<file path="config.mk">
export PLATFORM = sky130hd
export DESIGN_NAME = graph_dfs_bfs_traversal
export DESIGN_NICKNAME = d
export VERILOG_FILES = /design/src/hw/rtl/gdt_pkg.sv /design/src/hw/rtl/gdt_ram.sv /design/src/hw/rtl/graph_dfs_bfs_traversal.sv
export SDC_FILE = /design/constraint.sdc
export NUM_CORES = 2
export LEC_CHECK = 0
export ABC_AREA = 1
export BUFFER_PORTS_ARGS = -buffer_cell sky130_fd_sc_hd__clkbuf_2
export CORE_ASPECT_RATIO = 1.5
export CORE_MARGIN = 2
export CORE_UTILIZATION = 42
export DETAILED_ROUTE_END_ITERATION = 10
export PLACE_DENSITY = 0.6
export SLEW_MARGIN = 20
export SYNTH_ARGS = -nofsm -noshare
export SYNTH_HDL_FRONTEND = slang
export SYNTH_SLANG_ARGS = --single-unit
</file>
<file path="constraint.sdc">
create_clock -name clk -period 4.7 [get_ports clk]
set_clock_uncertainty 0.1 [all_clocks]
set_input_delay 0.235 -clock clk [delete_from_list [all_inputs] [get_ports clk]]
set_output_delay 0.235 -clock clk [all_outputs]
set_load 0.02 [all_outputs]
</file>
<file path="src/hw/rtl/gdt_pkg.sv">
// ----------------------------------------------------------------------------
// Graph traversal package
// Field widths, payload structs, command codes and the sequencer microcode
// shared by the traversal block, its RAM and its checker.
// ----------------------------------------------------------------------------
package gdt_pkg;

  localparam int DEFAULT_MAX_VERTICES = 32;

  localparam int MODE_W   = 2;
  localparam int VERTEX_W = 6;
  localparam int COUNT_W  = 6;
  localparam int VISIT_W  = 6;

  // Command modes.
  localparam logic [MODE_W-1:0] MODE_EDGE   = 2'd0;
  localparam logic [MODE_W-1:0] MODE_DFS    = 2'd1;
  localparam logic [MODE_W-1:0] MODE_BFS    = 2'd2;
  localparam logic [MODE_W-1:0] MODE_UNUSED = 2'd3;

  // Event kinds.
  localparam logic KIND_DISCOVER = 1'b0;
  localparam logic KIND_RETIRE   = 1'b1;

  typedef struct packed {
    logic [MODE_W-1:0]   mode;
    logic [VERTEX_W-1:0] first_vertex;
    logic [VERTEX_W-1:0] second_vertex;
  } cmd_t;

  typedef struct packed {
    logic                event_kind;
    logic [VERTEX_W-1:0] event_vertex;
    logic [VISIT_W-1:0]  visit_number;
    logic                last_event;
  } evt_t;

  // Sequencer step addresses.
  localparam int STEP_W = 3;
  localparam logic [STEP_W-1:0] STEP_IDLE   = 3'd0;
  localparam logic [STEP_W-1:0] STEP_START  = 3'd1;
  localparam logic [STEP_W-1:0] STEP_FETCH  = 3'd2;
  localparam logic [STEP_W-1:0] STEP_LOAD   = 3'd3;
  localparam logic [STEP_W-1:0] STEP_SCAN   = 3'd4;
  localparam logic [STEP_W-1:0] STEP_RETIRE = 3'd5;
  localparam logic [STEP_W-1:0] STEP_DONE   = 3'd6;

  // Datapath operations.
  localparam int OP_W = 3;
  localparam logic [OP_W-1:0] OP_NONE   = 3'd0;
  localparam logic [OP_W-1:0] OP_START  = 3'd1;
  localparam logic [OP_W-1:0] OP_LOAD   = 3'd2;
  localparam logic [OP_W-1:0] OP_SCAN   = 3'd3;
  localparam logic [OP_W-1:0] OP_RETIRE = 3'd4;
  localparam logic [OP_W-1:0] OP_CLEAR  = 3'd5;

  // Sequencing conditions.
  localparam int COND_W = 3;
  localparam logic [COND_W-1:0] COND_SEQ    = 3'd0;
  localparam logic [COND_W-1:0] COND_ALWAYS = 3'd1;
  localparam logic [COND_W-1:0] COND_GO     = 3'd2;
  localparam logic [COND_W-1:0] COND_SCAN   = 3'd3;
  localparam logic [COND_W-1:0] COND_MORE   = 3'd4;

  typedef struct packed {
    logic              emit;
    logic [OP_W-1:0]   op;
    logic [COND_W-1:0] cond;
    logic [STEP_W-1:0] target;
  } ctrl_t;

  // The control program. A step with emit set waits until the event slot is free.
  function automatic ctrl_t ucode(input logic [STEP_W-1:0] step);
    ctrl_t cw;
    unique case (step)
      STEP_IDLE:   cw = '{emit: 1'b0, op: OP_NONE,   cond: COND_GO,     target: STEP_START};
      STEP_START:  cw = '{emit: 1'b1, op: OP_START,  cond: COND_SEQ,    target: STEP_IDLE};
      STEP_FETCH:  cw = '{emit: 1'b0, op: OP_NONE,   cond: COND_SEQ,    target: STEP_IDLE};
      STEP_LOAD:   cw = '{emit: 1'b0, op: OP_LOAD,   cond: COND_SEQ,    target: STEP_IDLE};
      STEP_SCAN:   cw = '{emit: 1'b1, op: OP_SCAN,   cond: COND_SCAN,   target: STEP_FETCH};
      STEP_RETIRE: cw = '{emit: 1'b1, op: OP_RETIRE, cond: COND_MORE,   target: STEP_FETCH};
      STEP_DONE:   cw = '{emit: 1'b0, op: OP_CLEAR,  cond: COND_ALWAYS, target: STEP_IDLE};
      default:     cw = '{emit: 1'b0, op: OP_NONE,   cond: COND_ALWAYS, target: STEP_IDLE};
    endcase
    return cw;
  endfunction

endpackage

</file>
<file path="src/hw/rtl/gdt_ram.sv">
// ----------------------------------------------------------------------------
// Generic RAM
// One write port and one read port with registered read data.
// ----------------------------------------------------------------------------
module gdt_ram #(
  parameter int WIDTH = $clog2(gdt_pkg::DEFAULT_MAX_VERTICES),
  parameter int DEPTH = gdt_pkg::DEFAULT_MAX_VERTICES
) (
  input  logic                     clk,
  input  logic                     we,
  input  logic [$clog2(DEPTH)-1:0] waddr,
  input  logic [WIDTH-1:0]         wdata,
  input  logic [$clog2(DEPTH)-1:0] raddr,
  output logic [WIDTH-1:0]         rdata
);

  logic [WIDTH-1:0] mem [DEPTH];

  always_ff @(posedge clk) begin
    if (we) begin
      mem[waddr] <= wdata;
    end
    rdata <= mem[raddr];
  end

endmodule

</file>
<file path="src/hw/rtl/graph_dfs_bfs_traversal.sv">
// ----------------------------------------------------------------------------
// Graph depth-first and breadth-first traversal
// Adjacency bit matrix with a microcoded walk sequencer and an event register.
// ----------------------------------------------------------------------------
// The block holds a directed adjacency matrix of up to MAX_VERTICES vertices,
// cleared by reset. A command with mode edge sets one bit of the matrix;
// vertices are numbered from 1 and an edge that names
// vertex 0 or a vertex above MAX_VERTICES is dropped. A command with mode
// depth-first or breadth-first walks the graph from the given vertex, using
// only vertices numbered up to the vertex_count register (clamped to
// MAX_VERTICES),
// and produces one discover event per vertex reached, carrying its visit
// number, and one retire event per vertex leaving the stack or queue; the
// final event of a walk has last_event set. A start vertex of 0 or above the
// count, and mode 3, produce no events. No command is taken while a walk is
// running. A walk runs the fetch, load and scan steps of the sequencer
// around the registered read of the pending-vertex RAM. Each walk step that
// produces an event waits while the previous event has not been transferred.
// vertex_count may be written only while no walk is running.
module graph_dfs_bfs_traversal #(
  parameter int MAX_VERTICES = gdt_pkg::DEFAULT_MAX_VERTICES
) (
  input  logic                         clk,
  input  logic                         rst,
  input  logic                         cfg_write,
  input  logic [gdt_pkg::COUNT_W-1:0]  cfg_data,
  input  logic                         cmd_valid,
  output logic                         cmd_stall,
  input  gdt_pkg::cmd_t                cmd,
  output logic                         evt_valid,
  input  logic                         evt_stall,
  output gdt_pkg::evt_t                evt
);

  import gdt_pkg::*;

  // Vertex indexes are zero-based inside the block.
  localparam int IDX_W = $clog2(MAX_VERTICES);
  // Stack and queue pointers and the visit counter can reach MAX_VERTICES.
  localparam int PTR_W = $clog2(MAX_VERTICES + 1);

  logic [COUNT_W-1:0]      vertex_count;
  logic [MAX_VERTICES-1:0] adj [MAX_VERTICES];
  logic [MAX_VERTICES-1:0] visited;
  logic [MAX_VERTICES-1:0] row;
  logic [IDX_W-1:0]        cur;
  logic                    dfs;
  logic [PTR_W-1:0]        front;
  logic [PTR_W-1:0]        back;
  logic [PTR_W-1:0]        visits;
  logic [STEP_W-1:0]       step;
  logic [STEP_W-1:0]       step_next;
  ctrl_t                   cw;

  logic [COUNT_W-1:0]      cnt_eff;
  logic [MAX_VERTICES-1:0] in_use;
  logic [MAX_VERTICES-1:0] cand;
  logic [MAX_VERTICES-1:0] lowbit;
  logic [IDX_W-1:0]        pick;
  logic                    found;
  logic                    last;

  logic                    cmd_take;
  logic                    a_ok;
  logic                    b_ok;
  logic                    edge_ok;
  logic                    walk_go;
  logic [IDX_W-1:0]        a_idx;
  logic [IDX_W-1:0]        b_idx;

  logic                    emit_ok;
  logic                    run;
  logic                    emit_now;
  logic [PTR_W-1:0]        top_ptr;

  logic                    ram_we;
  logic [IDX_W-1:0]        ram_waddr;
  logic [IDX_W-1:0]        ram_wdata;
  logic [IDX_W-1:0]        ram_raddr;
  logic [IDX_W-1:0]        ram_rdata;

  assign cw = ucode(step);

  // Commands are taken only while the sequencer sits in its idle step.
  assign cmd_stall = (step != STEP_IDLE);
  assign cmd_take  = cmd_valid && !cmd_stall;

  assign cnt_eff = (vertex_count > COUNT_W'(MAX_VERTICES)) ? COUNT_W'(MAX_VERTICES)
                                                            : vertex_count;

  assign a_ok  = (cmd.first_vertex != '0) &&
                 (cmd.first_vertex <= VERTEX_W'(MAX_VERTICES));
  assign b_ok  = (cmd.second_vertex != '0) &&
                 (cmd.second_vertex <= VERTEX_W'(MAX_VERTICES));
  assign a_idx = IDX_W'(cmd.first_vertex - VERTEX_W'(1));
  assign b_idx = IDX_W'(cmd.second_vertex - VERTEX_W'(1));

  assign edge_ok = cmd_take && (cmd.mode == MODE_EDGE) && a_ok && b_ok;
  assign walk_go = cmd_take && ((cmd.mode == MODE_DFS) || (cmd.mode == MODE_BFS)) &&
                   (cmd.first_vertex != '0) && (cmd.first_vertex <= cnt_eff);

  // Neighbor scan: the row of the current vertex, minus visited vertices and
  // vertices beyond the count. The lowest remaining bit is the next discovery.
  always_comb begin
    for (int i = 0; i < MAX_VERTICES; i++) begin
      in_use[i] = (COUNT_W'(i) < cnt_eff);
    end
  end

  assign cand   = row & ~visited & in_use;
  assign found  = |cand;
  assign lowbit = cand & (~cand + MAX_VERTICES'(1));

  always_comb begin
    pick = '0;
    for (int i = 0; i < MAX_VERTICES; i++) begin
      if (lowbit[i]) begin
        pick = pick | IDX_W'(i);
      end
    end
  end

  // A retire ends the walk when the stack or queue becomes empty.
  assign last = dfs ? (back == PTR_W'(1)) : (PTR_W'(front + PTR_W'(1)) == back);

  // A step that produces an event runs only when the event slot is free.
  assign emit_ok  = !evt_valid || !evt_stall;
  assign run      = !cw.emit || emit_ok;
  assign emit_now = run && ((cw.op == OP_START) || (cw.op == OP_RETIRE) ||
                            ((cw.op == OP_SCAN) && found));

  always_comb begin
    step_next = step;
    if (run) begin
      unique case (cw.cond)
        COND_SEQ:    step_next = step + STEP_W'(1);
        COND_ALWAYS: step_next = cw.target;
        COND_GO:     step_next = walk_go ? cw.target : step;
        COND_SCAN:   step_next = found ? (dfs ? cw.target : step) : step + STEP_W'(1);
        COND_MORE:   step_next = last ? step + STEP_W'(1) : cw.target;
        default:     step_next = STEP_IDLE;
      endcase
    end
  end

  // The pending-vertex RAM serves as the stack for depth-first walks and as
  // the queue for breadth-first walks. The read address is presented in the
  // fetch step and the data is picked up in the load step.
  assign top_ptr   = back - PTR_W'(1);
  assign ram_raddr = dfs ? top_ptr[IDX_W-1:0] : front[IDX_W-1:0];
  assign ram_we    = run && ((cw.op == OP_START) || ((cw.op == OP_SCAN) && found));
  assign ram_waddr = (cw.op == OP_START) ? '0 : back[IDX_W-1:0];
  assign ram_wdata = (cw.op == OP_START) ? cur : pick;

  gdt_ram #(
    .WIDTH (IDX_W),
    .DEPTH (MAX_VERTICES)
  ) u_pending (
    .clk   (clk),
    .we    (ram_we),
    .waddr (ram_waddr),
    .wdata (ram_wdata),
    .raddr (ram_raddr),
    .rdata (ram_rdata)
  );

  // Control state, visit marks and the adjacency matrix.
  always_ff @(posedge clk) begin
    if (rst) begin
      step         <= STEP_IDLE;
      vertex_count <= '0;
      visited      <= '0;
      front        <= '0;
      back         <= '0;
      visits       <= '0;
      evt_valid    <= 1'b0;
      for (int i = 0; i < MAX_VERTICES; i++) begin
        adj[i] <= '0;
      end
    end else begin
      step <= step_next;
      if (cfg_write) begin
        vertex_count <= cfg_data;
      end
      if (edge_ok) begin
        adj[a_idx][b_idx] <= 1'b1;
      end
      if (emit_now) begin
        evt_valid <= 1'b1;
      end else if (!evt_stall) begin
        evt_valid <= 1'b0;
      end
      if (run) begin
        case (cw.op)
          OP_START: begin
            visited <= MAX_VERTICES'(1) << cur;
            visits  <= PTR_W'(1);
            back    <= PTR_W'(1);
            front   <= '0;
          end
          OP_SCAN: begin
            if (found) begin
              visited <= visited | lowbit;
              visits  <= visits + PTR_W'(1);
              back    <= back + PTR_W'(1);
            end
          end
          OP_RETIRE: begin
            if (dfs) begin
              back <= back - PTR_W'(1);
            end else begin
              front <= front + PTR_W'(1);
            end
          end
          OP_CLEAR: begin
            visited <= '0;
            front   <= '0;
            back    <= '0;
            visits  <= '0;
          end
          default: begin
          end
        endcase
      end
    end
  end

  // Walk payload: current vertex, its adjacency row and the event register.
  always_ff @(posedge clk) begin
    if (walk_go) begin
      cur <= a_idx;
      dfs <= (cmd.mode == MODE_DFS);
    end
    if (run && (cw.op == OP_LOAD)) begin
      cur <= ram_rdata;
      row <= adj[ram_rdata];
    end
    if (emit_now) begin
      case (cw.op)
        OP_START: begin
          evt <= '{event_kind:   KIND_DISCOVER,
                   event_vertex: VERTEX_W'(cur) + VERTEX_W'(1),
                   visit_number: VISIT_W'(1),
                   last_event:   1'b0};
        end
        OP_SCAN: begin
          evt <= '{event_kind:   KIND_DISCOVER,
                   event_vertex: VERTEX_W'(pick) + VERTEX_W'(1),
                   visit_number: VISIT_W'(visits) + VISIT_W'(1),
                   last_event:   1'b0};
        end
        default: begin
          evt <= '{event_kind:   KIND_RETIRE,
                   event_vertex: VERTEX_W'(cur) + VERTEX_W'(1),
                   visit_number: '0,
                   last_event:   last};
        end
      endcase
    end
  end

endmodule

</file>
Yosys cells after proc, flatten, opt, wreduce, memory -nomap -nowiden. Memory sizes are Yosys's and may differ from the RTL's. A register that Yosys moved wholly into a read port is not among the register bits. Index checks and enable logic that the tools add are counted.

Add/subtract/negate cells: 10. Magnitude comparators: 38. Equal/unequal tests: 25. Shifts and indexed selects: 1. Multiplexer cells: 106. Bitwise logic cells: 6. Reductions and logical operators: 43.

Operators with widths (count): $mux 32 (11); $mux 6 (31); $mux 5 (22); $and 32x32->32 (3); $lt 5x6->1 const A (16); $pmux 32 s3 (1); $pmux 10 s7 (1); $not 32->32 (2); $reduce_or 32->1 (2); $lt 4x6->1 const A (8); $add 32x1->32 const B (1); $mux 4 (8); $or 32x32->32 (1); $shl 1x5->32 const A (1); $pmux 14 s2 (1); $mux 3 (9); $lt 3x6->1 const A (4); $pmux 6 s4 (1); $add 6x1->6 const B (3); $eq 3x2->1 const B (6); $eq 3x3->1 const B (6); $pmux 6 s3 (1); $pmux 3 s5 (1); $logic_and 1x1->1 (14); 36 further kinds (75).

Register bits after elaboration: 80. Memory bits (writable): 1184. Bits of input ports: 25. Output and inout port bits: 16. Memories: 2.

Memories: adj (words 32, width 32, rd ports 1, clocked after Yosys merged registers in 1, write ports 32, RTL line graph_dfs_bfs_traversal.sv:43) `logic [MAX_VERTICES-1:0] adj [MAX_VERTICES];`; u_pending.mem (words 32, width 5, rd ports 1, clocked after Yosys merged registers in 1, write ports 1, RTL line gdt_ram.sv:17) `logic [WIDTH-1:0] mem [DEPTH];`.

Longest topological paths before layout.
Depth in word-level cells: 41. Depth in mapped cells: 21. Gate-level depth less buffers: 21.

Modules after synthesis. A second synthesis with hierarchy kept.

Cells, all modules: 6874. Area, all modules: 54292.1 µm².

Modules (own cells, without submodules): graph_dfs_bfs_traversal (instances 1, cells each 6279, area an instance 47495.6 µm², seq. area each 23262.3 µm²); gdt_ram (instances 1, cells each 595, area an instance 6796.5 µm², seq. area each 4904.7 µm²).

Worst setup path before layout. OpenSTA, ideal clock, no wires.

Path type: register to register. From: register step[0]. To: memory u_pending.mem[0][0] in the netlist's numbering, data pin. Setup time: 0.454 ns. Arrival: 3.225 ns. Data required time: 4.146 ns. Slack: 0.921 ns. Cell stages (with the launch flop): 13. Cells stage by stage: dfxtp_1 -> inv_1 -> ha_1 -> nand2_1 -> inv_1 -> a21oi_1 -> inv_1 -> nor2_1 -> inv_2 -> nor2_1 -> inv_2 -> clkbuf_1 -> o21ai_0.

Word-level cells in the longest chain between the ends: 4. Elaborated cells on any way between the ends: 10. Those cells by class: eq/ne: 7; mux: 2; reduce/logical: 1.

Ends and longest elaborated chain: start: declaration (RTL line graph_dfs_bfs_traversal.sv:51) `logic [STEP_W-1:0] step;`; start signal: assignment (RTL line graph_dfs_bfs_traversal.sv:181) `step <= step_next;`; $eq 3x3->1 (tied with other cells) (RTL line gdt_pkg.sv:75) `unique case (step)`; $pmux 10 s7 * (RTL line gdt_pkg.sv:75); $eq 3x1->1 * (RTL line graph_dfs_bfs_traversal.sv:153) `assign ram_wdata = (cw.op == OP_START) ? cur : pick;`; $mux 5 * (RTL line graph_dfs_bfs_traversal.sv:153); net ram_wdata[0] (RTL line graph_dfs_bfs_traversal.sv:78) `logic [IDX_W-1:0] ram_wdata;`; end: declaration (RTL line gdt_ram.sv:17).

The timed path passes the listed nets; every way through them passes the cells marked *.

Worst setup path after layout.
From: register step[0]. To: memory u_pending.mem[11][4] in the netlist's numbering, enable pin.

Word-level cells in the longest chain between the ends: 8. Elaborated cells on any way between the ends: 18. Those cells by class: eq/ne: 8; mux: 4; reduce/logical: 6.

Ends and longest elaborated chain: $eq 3x3->1 (tied with other cells) (RTL line gdt_pkg.sv:75); $pmux 10 s7 * (RTL line gdt_pkg.sv:75); $eq 3x2->1 (RTL line graph_dfs_bfs_traversal.sv:151) `assign ram_we = run && ((cw.op == OP_START) || ((cw.op == OP_SCAN) && found));`; $logic_and 1x1->1 (RTL line graph_dfs_bfs_traversal.sv:151); $logic_or 1x1->1 (RTL line graph_dfs_bfs_traversal.sv:151); $logic_and 1x1->1 (RTL line graph_dfs_bfs_traversal.sv:151); $mux 1 (RTL line gdt_ram.sv:20) `if (we) begin`; $mux 1 (not written as such) (RTL line gdt_ram.sv:21) `mem[waddr] <= wdata;`.

Mark *: on every way between the ends. The rest lies on a longest branch, timed or not.

==> impl_metrics.ini <==
[status]
outcome = completed

[yosys]
syn_avg_cell_area_sq_um = 8.05
yosysTopAreaCellShare_pct = 40.4
synth_ff_type = dfxtp_1
synth-edff-count = 212
ys_warn_count = 0
synth_area_leaders = dfxtp_1 (40%), o21ai_0 (13%), edfxtp_1 (12%), nand2_1 (7.2%), nor2_1 (3.7%)
synth_cell_type_count = 51
async_flop_share_pct = 0
ys_seq_area_share_pct = 52.1
ys_seq_elements = 1301
yosysTopAreaCell = dfxtp_1
synthMostInstantiatedCell = o21ai_0
synthTopCellsByCount = o21ai_0 (1420), dfxtp_1 (1089), nand2_1 (1042)
synth_nets = 6765
netlist_instances = 6712
netlist_area_sq_um = 54000

[floorplan]
initial_core_util_pct = 42.2
boundaryPins = 41
die_x_um = 297
core-area_sq_um = 128000
rows = 161
fp.dieH_um = 443
die_area_sq_um = 132000

[layout]
finalNetCount = 6470
fill_cells = 12712
area_growth_pct = 10.3
drive_above_1_share_pct = 7.52
finalNonFillerCells = 8233

[global_routing]
grt_max_degree = 209
first_global_vias = 44112
antenna_found_initial = 15
grt_usage_pct = 27.3
grt_pass1_wl_mm = 278
overflow = 0

[critical_path]
crit_fanout = 18
cpMaxStageDelayCell = dfxtp_1
worstPathRequired_ns = 4.98
crit_chain = inv_1 -> ha_1 -> nand2_1 -> inv_1 -> a21oi_1 -> inv_1 -> nor2_1 -> inv_2 -> nor2_1 -> inv_2 -> a21oi_4 -> nand4_1 -> nor2_1
worst_ep_arrival_time_ns = 4.15
critPathMaxStageDelay_ns = 0.41
setup.worst_path.end_class = flop
setup.worst_path.class = flop to flop
start_kind = flop

[drt]
vias = 47454
route.antenna.remaining_nets = 0
wl_per_cell_um = 22.6
drt_iter0_drc = 4850
via_per_inst = 5.76
routed_wl_mm = 186
drt-pass1-iter-count = 6
drc = 0

[power]
seqPwrFrac_pct = 37.4
peakVddDrop_v = 0.000505
swShare_pct = 36.9
p_sw_uw = 11800
p_leak_uw = 0.0200
p_per_area_nw_per_um2 = 536
p_clk_share_pct = 31.4
combPwrFrac_pct = 31.2
p_int_uw = 20200

[clock_network]
cts.repair.resized = 0
postCtsHoldBufs = 19
htreeDepth = 3
cts_made_buffers = 118
cts_max_path_buffers = 3
cts_setup_buffers = 0
clk-insertion-delay-late_ns = 0.75
cts.clk_slew.worst_paths_ns = 0.07
root_buffer = clkbuf_16
cts_tree = yes
clock_sink_count = 1301

[timing]
fmax_mhz = 258
setup_viol = 0
drv_slew = 0
min_period_ns = 3.87
hold_viol_final = 0
maxSlewHeadroom_pct = 19.0
rsz0062_at_grt = false
period_share_pct = 82.3
tightest_slew_ns = 1.21
setup_tns_ns = 0

[hold_path]
min_path_type = primary input to flop

[placed_design]
placedCellCount = 7989
dp_hpwl_mm = 104
io_buffers = 40
gp_congestion = 0.974

[run]
cap_violations = 0
[metal layers]
metal / up-vias / GRT usage [%] / routed length, um
met5: - / 0 / 123
met4: 18 / 13.3 / 9180
met3: 417 / 3.69 / 11500
met2: 1691 / 46.9 / 90400
met1: 22823 / 33.6 / 74600
li1: 22505 / - / -
[path summary, 6_finish.rpt]
kind,from,endpoint,slack [ns],cells after the start
hold reg to reg,adj[19][4],adj[19][4],0.35,2
hold / removal,cmd[9],cur[3],0.07,3
setup reg to reg,step[0],u_pending.mem[11][4],0.83,13
setup / recovery,step[0],u_pending.mem[11][4],0.83,13
[layout make-up]
| class | instances | area (sq um) | area share [%] |
|---|---|---|---|
| flip-flops and latches | 1301 | 28200 | 47.3 |
| diodes | 3 | 7.51 | 0.0126 |
| multi-input cells | 4387 | 22100 | 37.0 |
| repair buffers | 183 | 1520 | 2.55 |
| clock inverters | 49 | 519 | 0.872 |
| inverters | 426 | 1630 | 2.73 |
| clock buffers | 173 | 3510 | 5.90 |
| well taps | 1711 | 2140 | 3.59 |
[logic make-up (layout without fill, tap and decap cells)]
group           after synthesis  count (layout)  synth area share [%]
buf+inv                    1024             831                  7.34
fa+ha+maj                    28              28                 0.649
compound gates             2511            2511                  25.7
flops                      1301            1301                  52.1
xor+xnor                     21              21                 0.340
other cells                   0               3                     0
simple gates               1827            1827                  13.8
[state kept, by name, indices dropped and copies added, names as in the netlist, 14 cells and up]
register	cells
adj	1024
evt	14
row	32
visited	32
u_pending.mem	160
[worst max-delay path: cells and delay by family, from the launching register on]
family,cells,cell delay (ns)
AO/OA/AOI/OAI,2,0.72
adder cells (fa/ha/maj),1,0.25
buffers and inverters,5,0.66
flip-flops,1,0.41
AND/OR/NAND/NOR,5,1.34
[per-stage QoR]
step | hold WS (ns) | util (%) | setup slack, ns | power [uW] | area (sq um)
after floorplan | 0.263 | - | 0.921 | 18400 | 54000
after global placement | 0.332 | 43.3 | 0.955 | 21900 | 55300
after detailed placement | 0.339 | 43.3 | 0.841 | 22000 | 55300
after CTS | 0.0138 | 46.6 | 0.827 | 31900 | 59500
after global routing | 0.0691 | 46.6 | 0.426 | 33300 | 59600
final | 0.0674 | 46.6 | 0.831 | 31900 | 59600
[cell usage in the layout (no fill, tap or decap), types with 32 or more instances in the layout]
cell,synthesis,final
a21oi_1,360,360
a31oi_1,70,70
a32oi_1,35,35
buf_4,0,109
clkbuf_16,0,122
clkbuf_2,0,39
dfxtp_1,1089,1084
edfxtp_1,212,212
inv_1,399,398
nand2_1,1042,1006
nand2_2,11,47
nand3_1,150,150
nand4_1,32,32
nor2_1,527,525
o211ai_1,198,198
o21ai_0,1420,1414
o21ai_1,67,67
o221ai_1,34,34
o22ai_1,299,299
[power groups by stage]
stage	clock, uW	combinational [uW]	sequential, uW
2_1_floorplan	0	6330	12000
3_3_place_gp	0	9770	12200
3_5_place_dp	0	9800	12200
4_1_cts	10200	9840	11900
5_1_grt	10600	10800	11900
6_report	10000	9960	11900
No activity file was read; power rests on OpenSTA's default activity.
